### config.mk
export PLATFORM = sky130hd
export DESIGN_NAME = xtea_half_round
export DESIGN_NICKNAME = d
export VERILOG_FILES = /design/src/rtl/xtea_pkg.sv /design/src/rtl/xtea_half_round.sv
export SDC_FILE = /design/constraint.sdc
export NUM_CORES = 1
export LEC_CHECK = 0
export ABC_CLOCK_PERIOD_IN_PS = 5000
export BUFFER_PORTS_ARGS = -buffer_cell sky130_fd_sc_hd__buf_4
export CORE_MARGIN = 1.5
export CORE_UTILIZATION = 42
export CTS_CLUSTER_DIAMETER = 100
export DETAILED_ROUTE_END_ITERATION = 8
export GPL_TIMING_DRIVEN = 1
export PLACE_DENSITY = 0.79
export SLEW_MARGIN = 10
export SYNTH_ARGS = -nofsm -noshare
export SYNTH_HDL_FRONTEND = slang
export SYNTH_SLANG_ARGS = --single-unit
### constraint.sdc
create_clock -name clk -period 5 [get_ports clk]
set_clock_uncertainty 0.1 [all_clocks]
set_input_delay 1.5 -clock clk [delete_from_list [all_inputs] [get_ports clk]]
set_output_delay 1.5 -clock clk [all_outputs]
set_load 0.02 [all_outputs]
### src/rtl/xtea_pkg.sv
// Shared types, constants and the mix function for the XTEA encrypt core.
// No dependencies; used by xtea_half_round and xtea_encrypt_block_core.
`timescale 1ns / 1ps

package xtea_pkg;

  localparam int WORD_W    = 32;
  localparam int KEY_COUNT = 4;
  localparam int KEY_IDX_W = 2;

  typedef logic [WORD_W-1:0]                 word_t;
  typedef logic [KEY_COUNT-1:0][WORD_W-1:0]  key_set_t;
  typedef logic [KEY_IDX_W-1:0]              key_idx_t;

  // one block traveling down the pipe
  typedef struct packed {
    logic  valid;
    word_t left;
    word_t right;
  } beat_t;

  localparam word_t DELTA    = 32'h9E3779B9;
  localparam word_t MIX_MASK = 32'h07FFFFFF;

  // configuration register indexes
  localparam key_idx_t KEY_IDX_0 = 2'd0;
  localparam key_idx_t KEY_IDX_1 = 2'd1;
  localparam key_idx_t KEY_IDX_2 = 2'd2;
  localparam key_idx_t KEY_IDX_3 = 2'd3;

  // key reset values
  localparam word_t KEY_RST_0 = 32'h716F7274;
  localparam word_t KEY_RST_1 = 32'h6D64646B;
  localparam word_t KEY_RST_2 = 32'h716F7274;
  localparam word_t KEY_RST_3 = 32'h6D64636B;

  function automatic word_t mix(input word_t v);
    mix = ((v << 4) ^ ((v >> 5) & MIX_MASK)) + v;
  endfunction

endpackage

### src/rtl/xtea_half_round.sv
// One registered XTEA half-round: updates left (first half) or right (second half).
// Depends on xtea_pkg.
`timescale 1ns / 1ps

module xtea_half_round #(
  parameter logic [31:0] SUM    = 32'h0,
  parameter bit          SECOND = 1'b0
) (
  input  logic              clk,
  input  logic              rst,
  input  xtea_pkg::key_set_t keys,
  input  xtea_pkg::beat_t   in_beat,
  output xtea_pkg::beat_t   out_beat
);

  // key word choice is fixed per stage since sum is
  localparam xtea_pkg::key_idx_t KEY_SEL = SECOND ? SUM[12:11] : SUM[1:0];

  xtea_pkg::word_t key_term;
  xtea_pkg::word_t left_next;
  xtea_pkg::word_t right_next;

  always_comb begin
    key_term   = keys[KEY_SEL] + SUM;
    left_next  = in_beat.left;
    right_next = in_beat.right;
    if (SECOND) begin
      right_next = in_beat.right + (xtea_pkg::mix(in_beat.left) ^ key_term);
    end else begin
      left_next  = in_beat.left + (xtea_pkg::mix(in_beat.right) ^ key_term);
    end
  end

  always_ff @(posedge clk) begin
    if (rst) begin
      out_beat.valid <= 1'b0;
    end else begin
      out_beat.valid <= in_beat.valid;
    end
    out_beat.left  <= left_next;
    out_beat.right <= right_next;
  end

endmodule

# --- Word-level counts from Yosys, hierarchy flattened ---
# Index checks and enable logic that the tools add are counted.
totals:
  word_cells: 7
  in_bits: 195
  out_inout_bits: 65
  reg_bits: 65
op_classes:
  addsub: 2
  bitwise_logic: 2
ops:
  columns: ["operator", "n"]
  rows:
  - ["32-bit adder", 2]
  - ["32-bit by 27-bit XOR with 32-bit output", 1]
  - ["32-bit XOR", 1]

# --- Longest topological paths before layout ---
logic_depth:
  depth_word: 4
  mapped_depth: 20

# --- Worst setup path before layout ---
# Ideal clock, no wire load.
synth_path:
  kind: "input port to flip-flop"
  from: "input in_beat[13] in the netlist's numbering"
  to: "register out_beat[63] in the netlist's numbering"
  setup_ns: 0.072
  required_ns: 4.828
  path_buffers: 0
  arrival_time_ns: 5.253
  stages: 19
  path_slack_ns: -0.426
  cell_sequence: "xor2_1 ha_1 a21oi_1 o21ai_0 a2111o_1 a31o_2 a21o_1 a21o_1 a21oi_1 xnor2_1 ha_1 inv_1 o21bai_1 a211o_1 a221oi_1 a21oi_1 a221oi_1 xnor2_1 xnor2_1"
synth_via:
  elab_chain_cells: 4
synth_lines:
  columns: ["element", "line", "text"]
  rows:
  - ["start, declared", "xtea_half_round.sv:12", "input xtea_pkg::beat_t in_beat,"]
  - ["32-bit by 27-bit XOR with 32-bit output", "xtea_pkg.sv:38", "mix = ((v << 4) ^ ((v >> 5) & MIX_MASK)) + v;"]
  - ["32-bit adder *", "xtea_pkg.sv:38", null]
  - ["32-bit XOR *", "xtea_half_round.sv:30", "left_next = in_beat.left + (xtea_pkg::mix(in_beat.right) ^ key_term);"]
  - ["32-bit adder *", "xtea_half_round.sv:30", null]
  - ["named net left_next[31]", "xtea_half_round.sv:20", "xtea_pkg::word_t left_next;"]
  - ["end, declared", "xtea_half_round.sv:13", "output xtea_pkg::beat_t out_beat"]
# The timed path passes the listed nets; every way through them passes the cells marked *.
# A chain may end at the register's enable or synchronous reset.

# --- Worst setup path in the final report ---
layout_path:
  from: "input in_beat[11] in the netlist's numbering"
  to: "register out_beat[62] in the netlist's numbering"
# The elaborated chain is that of the path after synthesis.

==> summary.md <==
- compound AO/OA/AOI/OAI gates — cell family with most CP delay
- finished with violations — run status
- 818 — net count after synthesis
- 5.43 ns — final period demand of the worst path
- 1 — hold-critical path depth
- 0 — hold buffers post-CTS
- 2 — CTS max path bufs
- setup timing — violations in the final reports
- 11,500 um2 — area of the core region
- 11 — pin count of the biggest net entering global routing
- 5,494 — number of global-route vias before repair
- flip-flop — Worst Setup End Kind
- 0 — fin. max-slew vios
- 26.2% — share of synthesized area occupied by flip-flops and latches
- 0.451 ns — transition at the pin with the smallest max-transition slack
- 3 — CTS H-tree lvls
- 17,500 um — Total Wirelength
- out_beat — largest register by flop count
- 65 — max FFs per register
- 994 um — met3 routed wirelength
- 70.2% — post-synthesis to final-layout area growth
- 0% — FFs w/ async S/R, synth
- 163 — Buffers on Ports
- 12,500 um2 — total die area
- sky130_fd_sc_hd__o41a_1 — cell with the biggest individual delay on the critical path
- 260 — top-level port count
- 787 — number of fill cells in the layout
- buf_4, xor2_2, ha_1, a21oi_2, o21a_1, o31ai_4, a31o_2, a21o_1, a21o_1, a21oi_2, xnor2_1, ha_2, nand2_2, a21oi_2, or4_4, o21ai_4, o21ai_2, o41a_1, o21ai_2, xnor2_1 — cell-by-cell listing of the critical path
- 7760 um — met1 WL
- 4 — router iterations before antenna repair
- sky130_fd_sc_hd__dfxtp_1 — most frequently used flop master after synthesis
- met4 — DR top layer
- sky130_fd_sc_hd__a21oi_2 — cell type with the highest occurrence count on the critical path
- in_beat[31] — Hold Crit Start
- 39 — row count
- 5.30 — mean number of vias per cell
- 0.299 mV — peak supply drop
- 1.19 ns — worst hold slack after final layout
- 0.05 ns — Clock transition at path regs
- 4970 um2 — summed instance area of the synthesized netlist
- 1 — buffers plus inverters on the worst setup path
- 26.0% — overall fraction of global-route tracks in use
- 0 — number of hold-slack violations in the final timing report
- 0 — MaxCap Viol Count
- 4 — critical path fanouts, max
- 0.953 — routability congestion estimate from global placement
- 5.59 ns — Data arrival, critical path
- 112 um — chip width
- 65 — number of synthesized register bits
- 9 — total CTS buffers
- out_beat[31] — Hold Path Sink
- 9.01 um2 — synthesized area per cell
- 5.16 ns — endpoint required time on the critical path
- out_beat x65 — largest registers in the final layout
- 184 MHz — peak clock frequency supported by timing
- 0 — initial antenna violation count
- 552 — count of mapped cells out of synthesis
- 0 — number of enable-type register cells in the synthesized netlist
- 112 um — die outline height
- 366 — starting DRC count in detailed routing
- 8210 um — met2 wire length
- 65 — count of clock tree sinks
- 61 — post-synth cell types
- 446 nW/um2 — power per standard cell area
- 26,100 um — first-pass GRT wire length
- 0 — number of remaining DRC errors
- built — CTS tree
- 0.45 ns — delay of the slowest critical-path stage
- -0.429 ns — worst setup margin
- 0 — number of antenna cells inserted
- 13 — count of endpoints failing setup in the final report
- 4.17 nW — static leakage power
- input pin to flip-flop — min-delay worst type
- 47.0% — share of final-layout standard cells stronger than drive strength 1
- input pin — critical path startpoint category
- 43.4% — initial core utilization
- 69.8% — relative max-transition margin
- 5,578 — count of vias placed by the detailed router
- 0 — number of warnings printed during yosys synthesis
- 0 — total overflow reported by the global router
- -0.777 ns — post-placement worst setup slack
- 16.7 um — average routed wire per standard cell
- 13,300 um — placed wire-length estimate
- sky130_fd_sc_hd__clkbuf_16 — clock tree root buffer cell
- yes — setup repair after global routing missed its margin
- 73.9% — core utilization of the finished layout
- input pin to flip-flop — Worst Path Class, Setup
- -2.24 ns — Setup TNS Final
- 109% — part of the cycle the worst path needs
- 0 — number of nets still failing antenna checks after routing
- 1,170 — net count reported at finish
power by group:
| part | switching, mW | internal [mW] |
|---|---|---|
| registers | 0.0369 | 0.676 |
| logic | 1.19 | 1.22 |
| clock network | 0.225 | 0.426 |
how the worst max path moves through the flow:
stage                           start      endpoint  slack [ns]  cells past startpoint
final                     in_beat[11]  out_beat[62]       -0.43                     20
after global routing      in_beat[11]  out_beat[60]       -0.50                     21
after CTS                 in_beat[13]  out_beat[62]       -0.24                     20
after detailed placement   in_beat[6]  out_beat[62]       -0.78                     20
after global placement     in_beat[6]  out_beat[62]       -0.74                     20
after floorplan           in_beat[13]  out_beat[62]       -0.31                     19
synth_stat cells (4+ instances only):
| master | number | area, um2 |
|---|---|---|
| sky130_fd_sc_hd__ha_1 | 69 | 863 |
| sky130_fd_sc_hd__dfxtp_1 | 65 | 1300 |
| sky130_fd_sc_hd__xnor2_1 | 61 | 534 |
| sky130_fd_sc_hd__a21oi_1 | 53 | 265 |
| sky130_fd_sc_hd__xor2_1 | 48 | 420 |
| sky130_fd_sc_hd__nand2_1 | 29 | 109 |
| sky130_fd_sc_hd__inv_1 | 25 | 93.8 |
| sky130_fd_sc_hd__o21ai_0 | 24 | 120 |
| sky130_fd_sc_hd__nor2_1 | 21 | 78.8 |
| sky130_fd_sc_hd__a21o_1 | 19 | 143 |
| sky130_fd_sc_hd__nand3_1 | 14 | 70.1 |
| sky130_fd_sc_hd__o21a_1 | 13 | 97.6 |
| sky130_fd_sc_hd__nand2b_1 | 9 | 56.3 |
| sky130_fd_sc_hd__o21bai_1 | 7 | 52.6 |
| sky130_fd_sc_hd__and3_1 | 6 | 37.5 |
| sky130_fd_sc_hd__o211ai_1 | 6 | 45.0 |
| sky130_fd_sc_hd__and4_1 | 5 | 43.8 |
| sky130_fd_sc_hd__nor3_1 | 5 | 25.0 |
| sky130_fd_sc_hd__nor4_1 | 4 | 25.0 |
cells by family after synthesis:
family,after synthesis,synth area share [%]
AOI/OAI and AO/OA,168,22.9
xor gates and xnor gates,109,19.2
adders and majority gates,71,18.2
buffers and inverters,31,2.51
DFF,65,26.2
and+or+nand+nor,108,11.1
cell usage in the layout, fill, tap and decap left out, types with 8 or more instances in the layout:
| cell type | count |
|---|---|
| sky130_fd_sc_hd__buf_4 | 339 |
| sky130_fd_sc_hd__dfxtp_1 | 65 |
| sky130_fd_sc_hd__ha_1 | 64 |
| sky130_fd_sc_hd__xnor2_1 | 60 |
| sky130_fd_sc_hd__xor2_1 | 44 |
| sky130_fd_sc_hd__a21oi_1 | 35 |
| sky130_fd_sc_hd__nand2_1 | 26 |
| sky130_fd_sc_hd__inv_1 | 25 |
| sky130_fd_sc_hd__a21o_1 | 19 |
| sky130_fd_sc_hd__nor2_1 | 19 |
| sky130_fd_sc_hd__a21oi_2 | 15 |
| sky130_fd_sc_hd__o21ai_0 | 15 |
| sky130_fd_sc_hd__o21a_1 | 12 |
| sky130_fd_sc_hd__nand3_1 | 12 |
| sky130_fd_sc_hd__clkbuf_16 | 9 |
| sky130_fd_sc_hd__nand2b_1 | 8 |
| sky130_fd_sc_hd__o21ai_1 | 8 |
per-stage QoR:
step | cell area [um2] | power (mW) | std cells
2_1_floorplan | 5000 | 1.94 | 552
3_3_place_gp | 7650 | 2.84 | 1023
3_5_place_dp | 7650 | 2.89 | 1023
4_1_cts | 8140 | 3.62 | 1043
5_1_grt | 8470 | 4.01 | 1052
6_report | 8470 | 3.77 | 1052
layout make-up:
type	instances	area [um2]	share of cell area, %
tap	143	179	2.11
timing repair buffer	347	2650	31.3
clock buffer	14	274	3.24
clock inverter	2	35.0	0.414
inverter	25	93.8	1.11
sequential	65	1300	15.4
multi-input combinational	456	3940	46.5
metal layers:
metal	global-route usage [%]	vias up
met4	11.0	0
met1	32.8	2559
met3	5.01	49
met2	43.4	252
met5	0	-
li1	-	2718
repair_timing:
item                                    4_1_cts  5_1_grt
hold endpoints to repair                      0        0
pin swaps                                    27       51
endpoints found under the setup margin       11       15
setup buffers                                 5       10
cloned                                        0        0
gates resized for setup                      29       52
No activity file was read; power rests on OpenSTA's default activity.
